File: src/life_like_automaton_grid_step_core_assert.svh
// Assertion macros shared by the grid step core.
// Each macro expects signals named clk and rst in the including module.
`ifndef LIFE_LIKE_AUTOMATON_GRID_STEP_CORE_ASSERT_SVH
`define LIFE_LIKE_AUTOMATON_GRID_STEP_CORE_ASSERT_SVH

// Same-cycle implication, disabled while reset is high.
`define LLAG_ASSERT_IMPL(lbl, ant, con, msg) \
  lbl: assert property (@(posedge clk) disable iff (rst) (ant) |-> (con)) else $error(msg);

// Next-cycle implication, disabled while reset is high.
`define LLAG_ASSERT_NEXT(lbl, ant, con, msg) \
  lbl: assert property (@(posedge clk) disable iff (rst) (ant) |=> (con)) else $error(msg);

`endif

File: src/llag_pkg.sv
// Shared constants, codes and request types of the grid step core.
// No dependencies; every other file but the result interface and the assertion header uses it.
package llag_pkg;

  // Grid geometry.
  localparam int GRID_WIDTH  = 64;
  localparam int GRID_HEIGHT = 64;
  localparam int COL_W       = $clog2(GRID_WIDTH);
  localparam int ROW_W       = $clog2(GRID_HEIGHT);

  // Field widths of the channels.
  localparam int OP_W       = 2;
  localparam int POS_W      = 6;
  localparam int MASK_W     = 9;
  localparam int CFG_IDX_W  = 2;
  localparam int CNT_W      = 4;

  // Register reset values.
  localparam logic [MASK_W-1:0] BIRTH_RESET   = 9'd8;
  localparam logic [MASK_W-1:0] SURVIVE_RESET = 9'd12;

  // Operation codes; the unused code behaves as a read.
  typedef enum logic [OP_W-1:0] {
    OP_WRITE   = 2'd0,
    OP_READ    = 2'd1,
    OP_ADVANCE = 2'd2
  } op_t;

  // Configuration register indexes.
  localparam logic [CFG_IDX_W-1:0] CFG_BIRTH   = 2'd0;
  localparam logic [CFG_IDX_W-1:0] CFG_SURVIVE = 2'd1;

  // Row read request to one bank.
  typedef struct packed {
    logic             en;
    logic [ROW_W-1:0] addr;
  } rd_req_t;

  // Row write request to one bank, with a per-cell write enable.
  typedef struct packed {
    logic                  en;
    logic [ROW_W-1:0]      addr;
    logic [GRID_WIDTH-1:0] data;
    logic [GRID_WIDTH-1:0] mask;
  } wr_req_t;

endpackage

File: src/llag_rule.sv
// Neighbor count and birth/survive decision for one cell of a 3x3 window.
// Depends on llag_pkg for the mask and count widths.
module llag_rule (
  input  logic [2:0]                  win_top,
  input  logic [2:0]                  win_mid,
  input  logic [2:0]                  win_bot,
  input  logic [llag_pkg::MASK_W-1:0] birth_mask,
  input  logic [llag_pkg::MASK_W-1:0] survive_mask,
  output logic                        alive_next
);
  import llag_pkg::*;

  logic [CNT_W-1:0] count;

  // Count the eight neighbors; the center cell is excluded.
  always_comb begin
    count = CNT_W'(win_top[0]) + CNT_W'(win_top[1]) + CNT_W'(win_top[2])
          + CNT_W'(win_mid[0]) + CNT_W'(win_mid[2])
          + CNT_W'(win_bot[0]) + CNT_W'(win_bot[1]) + CNT_W'(win_bot[2]);
  end

  // A live center looks up the survive mask, a dead one the birth mask.
  assign alive_next = win_mid[1] ? survive_mask[count] : birth_mask[count];

endmodule

File: config.mk
export PLATFORM = sky130hd
export DESIGN_NAME = llag_rule
export DESIGN_NICKNAME = d
export VERILOG_FILES = /design/src/life_like_automaton_grid_step_core_assert.svh /design/src/llag_pkg.sv /design/src/llag_rule.sv
export SDC_FILE = /design/constraint.sdc
export NUM_CORES = 1
export LEC_CHECK = 0
export BUFFER_PORTS_ARGS = -buffer_cell sky130_fd_sc_hd__buf_2
export CORE_AREA = 4 4 41 43
export DETAILED_ROUTE_END_ITERATION = 16
export DIE_AREA = 0 0 45 47
export PLACE_DENSITY = 0.59
export SYNTH_ARGS = -nofsm -noshare
export SYNTH_HDL_FRONTEND = slang
export SYNTH_SLANG_ARGS = --single-unit
File: constraint.sdc
create_clock -name vclk -period 13.85
set_input_delay 2.0775 -clock vclk [all_inputs]
set_output_delay 2.0775 -clock vclk [all_outputs]
set_load 0.02 [all_outputs]
==> results.yml, run 1 <==
global_route:
  antenna_found_initial: 0
  grt_pass1_wl_mm: 1.290
  overflow: 0
  first_global_vias: 355
  grt_max_degree: 6
  track_usage_pct: 7.901
  grtUsageMet2_pct: 16.38
  busiest_layer: "met2"
  met1_usage_pct: 9.368
  use_met3_pct: 0.3831
power:
  clkPwrFrac_pct: 0
  p_leak_nw: 0.3017
  comb_power_share_pct: 100.0
  p_switching_w: 0.00001839
  power_density_nw_per_um2: 89.71
  vdd_drop_max_uv: 31.93
  swShare_pct: 41.06
  p_seq_share_pct: 0
  p_int_w: 0.00002640
timing:
  setup_violations: 0
  fin_crit_sh_pct: 56.16
  slew_violations: 0
  hold_violations: 0
  setup_tns_ps: 0
  finalWorstSetupSlack_ps: 6072
  whs_ps: 4728
  fmax_mhz: 128.6
  rsz0062_at_grt: "false"
  slew_headroom_pct: 82.28
  min_period_ps: 7778
  tightest_slew_ps: 262.1
synthesis:
  yosys-top-cells-count: "inv_1 (11), fa_1 (4), mux4_1 (4), ha_1 (3)"
  synthXorXnorAreaFrac_pct: 2.536
  synth_top_area_share_pct: 30.43
  synth_area_per_cell_um2: 11.51
  synth-simple-area-share_pct: 3.623
  syn_inst: 30
  synthMuxAreaShare_pct: 44.20
  synth.most_common_cell: "inv_1"
  synth_warnings: 0
  synth_top_family_by_area: "multiplexers"
  ys_types: 12
  yosysSeqAreaShare_pct: 0
  synth_area_leaders: "mux4_1 (30%), fa_1 (23%), inv_1 (12%), ha_1 (11%), mux4_2 (6.5%)"
  syn-num-nets: 64
  synthAdderAreaFrac_pct: 34.06
  synth_compound_area_share_pct: 2.174
  netlist_area_um2: 345.3
  yosysTopAreaCell: "mux4_1"
worst_setup_path:
  required_ps: 11770
  end_kind: "output pin"
  cp-start-kind: "input port"
  slowest_stage: "fa_1"
  cpMostUsedCell: "fa_1"
  crit_chain: "buf_2 > inv_1 > fa_1 > fa_1 > fa_1 > inv_1 > ha_1 > fa_1 > mux4_1 > mux4_2 > mux2_4 > buf_2"
  crit_arrival_ps: 5700
  crit_type: "in -> out"
  worst-path-max-fanout: 5
  cpPeakStageDelay_ps: 590
status:
  status: "finished, final reports clean"
drt:
  drt_pass1_iterations: 2
  drc: 0
  routed_via_density: 4.444
  wl_um: 725
  avgRoutedWirePerCell_um: 10.07
  drtIter0Drc: 1
  via_count: 320
  antenna_left: 0
finish:
  fill_cells: 144
  seq_area_um2: 0
  num_antenna_cells: 0
  multi_input_area_um2: 299.0
  nFlopsAndLatches: 0
  finalNetCount: 93
  fin_cells: 72
  clockBufferCount: 0
  area_growth_pct: 44.57
  drive_above_1_share_pct: 52.63
placement:
  dp_worst_setup_slack_ps: 6033
  io_buffers: 28
  place_congestion: 0.6031
  place_hpwl_um: 724.8
  dp.cells: 72
die:
  core_um2: 1301
  fp.dieArea_um2: 2115
  start_util_pct: 26.54
  rows: 13
  die_y_um: 47
  die_w_um: 45
  ios: 28
clock_network:
  postCtsHoldBufs: 0
  cts-resized-gates: 0
  post_cts_buffers: 0
job:
  maxCapViolations: 0
worst_hold_path:
  hold_path.class: "in -> out"
[path summary, 6_finish.rpt]
kind | slack, ps | cells past startpoint | to | startpoint
max | 6070 | 12 | alive_next | win_top[0]
min | 4730 | 4 | alive_next | win_mid[1]
[power by group through the flow]
| stage | sequential [W] | clock [W] | combinational (W) |
|---|---|---|---|
| 2_1_floorplan | 0 | 0 | 0.0000354 |
| 3_3_place_gp | 0 | 0 | 0.0000447 |
| 3_5_place_dp | 0 | 0 | 0.0000462 |
| 4_1_cts | 0 | 0 | 0.0000463 |
| 5_1_grt | 0 | 0 | 0.0000504 |
| 6_report | 0 | 0 | 0.0000448 |
[area by class of cell]
type / instances / share of cell area, %
repair buffers: 28 / 28.07
well taps: 15 / 3.759
multi-input cells: 18 / 59.90
inverters: 11 / 8.271
[placed cells by master, fill, tap and decap left out, drive strengths merged]
master,Yosys,layout
mux2i,1,1
xor2,1,1
mux4,5,5
fa,4,4
a21o,1,1
ha,3,3
mux2,1,1
nor4b,1,1
nand2,1,1
inv,11,11
buf,0,28
[critical path: cells and delay by family]
kind | cells | cell delay [ps]
adder cells (fa/ha/maj) | 5 | 2240
buffers and inverters | 4 | 310
multiplexers | 3 | 1060
[metrics by stage]
stage	power [W]	cell area, um^2	utilization [%]
2_1_floorplan	0.00003543	345.3	-
3_3_place_gp	0.00004474	499.2	38.37
3_5_place_dp	0.00004622	499.2	38.37
4_1_cts	0.00004633	499.2	38.37
5_1_grt	0.00005043	499.2	38.37
6_report	0.00004479	499.2	38.37
[routing by layer]
metal / share of wire [%] / up-vias
met5: 0 / -
met4: 0 / 0
met3: 12 / 0
met2: 53 / 18
met1: 34 / 143
li1: - / 159
[kinds of logic after synthesis]
family / Yosys count
multiplexers: 7
AO/OA/AOI/OAI: 1
AND/OR/NAND/NOR: 2
buffers and inverters: 12
XOR/XNOR: 1
adder cells (fa/ha/maj): 7
No activity file was read; power rests on OpenSTA's default activity.
==> run 2, diff against run 1 <==
--- a/config.mk
+++ b/config.mk
@@ -5,11 +5,12 @@
 export SDC_FILE = /design/constraint.sdc
 export NUM_CORES = 1
 export LEC_CHECK = 0
+export ABC_AREA = 1
 export BUFFER_PORTS_ARGS = -buffer_cell sky130_fd_sc_hd__buf_2
 export CORE_AREA = 4 4 41 43
 export DETAILED_ROUTE_END_ITERATION = 16
 export DIE_AREA = 0 0 45 47
-export PLACE_DENSITY = 0.59
+export PLACE_DENSITY = 0.67
 export SYNTH_ARGS = -nofsm -noshare
 export SYNTH_HDL_FRONTEND = slang
 export SYNTH_SLANG_ARGS = --single-unit
==> constraint.sdc (replaced) <==
create_clock -name vclk -period 6.4
set_input_delay 0.96 -clock vclk [all_inputs]
set_output_delay 0.96 -clock vclk [all_outputs]
set_load 0.02 [all_outputs]
==> results.yml, run 2 <==
die:
  die_y_um: 47
  core_um2: 1301
  start_util_pct: 31.35
  fp.dieArea_um2: 2115
  die_w_um: 45
  rows: 13
  ios: 28
synthesis:
  ys_types: 12
  synth_warnings: 0
  synth.most_common_cell: "inv_1"
  netlist_area_um2: 407.9
  yosys-top-cells-count: "inv_1 (22), nand2_1 (21), nor2_1 (10), nand3_1 (6), o21ai_0 (5)"
  synth_area_per_cell_um2: 5.367
  synth-simple-area-share_pct: 37.42
  synth_top_family_by_area: "simple AND/OR/NAND/NOR gates"
  syn_inst: 76
  yosysTopAreaCell: "inv_1"
  synth_compound_area_share_pct: 8.589
  synthAdderAreaFrac_pct: 28.83
  synth_area_leaders: "inv_1 (20%), fa_1 (20%), nand2_1 (19%), ha_1 (9.2%), nor2_1 (9.2%)"
  yosysSeqAreaShare_pct: 0
  synthXorXnorAreaFrac_pct: 2.147
  synthMuxAreaShare_pct: 0
  syn-num-nets: 110
  synth_top_area_share_pct: 20.25
timing:
  min_period_ps: 5106
  setup_violations: 0
  slew_headroom_pct: 80.48
  rsz0062_at_grt: "false"
  hold_violations: 0
  fmax_mhz: 195.9
  tightest_slew_ps: 292.8
  fin_crit_sh_pct: 79.78
  setup_tns_ps: 0
  slew_violations: 0
drt:
  drtIter0Drc: 3
  via_count: 479
  drt_pass1_iterations: 3
  wl_um: 933
  antenna_left: 0
  routed_via_density: 4.059
  drc: 0
  avgRoutedWirePerCell_um: 7.907
clock_network:
  postCtsHoldBufs: 0
  post_cts_buffers: 0
  cts-resized-gates: 0
placement:
  place_congestion: 0.7718
  place_hpwl_um: 835.9
  io_buffers: 28
finish:
  drive_above_1_share_pct: 27.18
  num_antenna_cells: 0
  nFlopsAndLatches: 0
  fin_util_pct: 42.69
  finalNetCount: 139
  area_growth_pct: 36.20
  final_cell_mix: "buf_2 (28), inv_1 (22), nand2_1 (21)"
  final_common_cell: "buf_2"
  fill_cells: 147
  seq_area_um2: 0
  clockBufferCount: 0
global_route:
  overflow: 0
  first_global_vias: 395
  antenna_found_initial: 0
  track_usage_pct: 8.149
  grt_max_degree: 12
  grt_pass1_wl_mm: 1.393
worst_hold_path:
  holdPathEnd: "alive_next"
  hold_start: "win_mid[1]"
  hold_path.class: "in -> out"
  hold-path-cell-count: 6
worst_setup_path:
  crit_type: "in -> out"
  cp-start-kind: "input port"
  crit_arrival_ps: 4150
  end_kind: "output pin"
  worst-path-max-fanout: 6
  required_ps: 5440
power:
  power_density_nw_per_um2: 221.1
  vdd_drop_max_uv: 90.32
  p_leak_nw: 0.3853
status:
  status: "finished, final reports clean"
job:
  maxCapViolations: 0
==> run 2: cells by family (layout without fill, tap and decap cells) <==
logic type,count (synthesis),in the layout
buffers and inverters,23,50
xor gates and xnor gates,1,1
adders and majority gates,7,7
AOI/OAI and AO/OA,7,7
and+or+nand+nor,38,38
==> run 2: layer usage <==
metal  vias to the layer above  track usage [%]  wire, um
met5                         -                0         0
met4                         0                0         0
met1                       183            11.19       430
met3                         0           0.3831       125
li1                        276                -         -
met2                        20            14.97       376
==> run 2: final cells by class <==
cell class                      instances  area (um^2)  area share [%]
Timing Repair Buffer                   28        140.1           25.23
Tap cell                               15        18.77           3.378
Multi-Input combinational cell         53        314.1           56.53
Inverter                               22        82.58           14.86
==> run 2: worst max path at each step <==
stage	startpoint	end	slack (ps)
detailed placement	win_top[0]	alive_next	1270
global placement	win_top[0]	alive_next	1320
floorplan	win_top[0]	alive_next	1600
finish	win_top[0]	alive_next	1290
CTS	win_top[0]	alive_next	1260
global route	win_top[0]	alive_next	1080
==> run 2: power breakdown <==
part	internal (W)	switching [W]	total (W)
sequential	0	0	0
combinational	0.0000508	0.0000721	0.000123
clock	0	0	0
total	0.0000508	0.0000721	0.000123
==> run 2: worst max-delay path: stages <==
cell	delay, ps
buf_2	80
inv_1	40
fa_1	540
fa_1	420
fa_1	490
inv_1	40
ha_1	200
fa_1	610
inv_1	120
nor2_1	110
o21ai_0	80
nand2_1	80
nand2_1	40
nand2_1	60
nand3_1	60
nand2_1	60
buf_2	150
==> run 2: metrics by stage <==
stage	power [W]	cells	worst slack [ps]	hold slack, ps	area [um^2]
2_1_floorplan	0.0001005	76	1596	2185	407.9
3_3_place_gp	0.0001236	118	1324	2379	555.5
3_5_place_dp	0.0001250	118	1269	2380	555.5
4_1_cts	0.0001259	118	1260	2385	555.5
5_1_grt	0.0001448	118	1075	2435	555.5
6_report	0.0001228	118	1294	2377	555.5
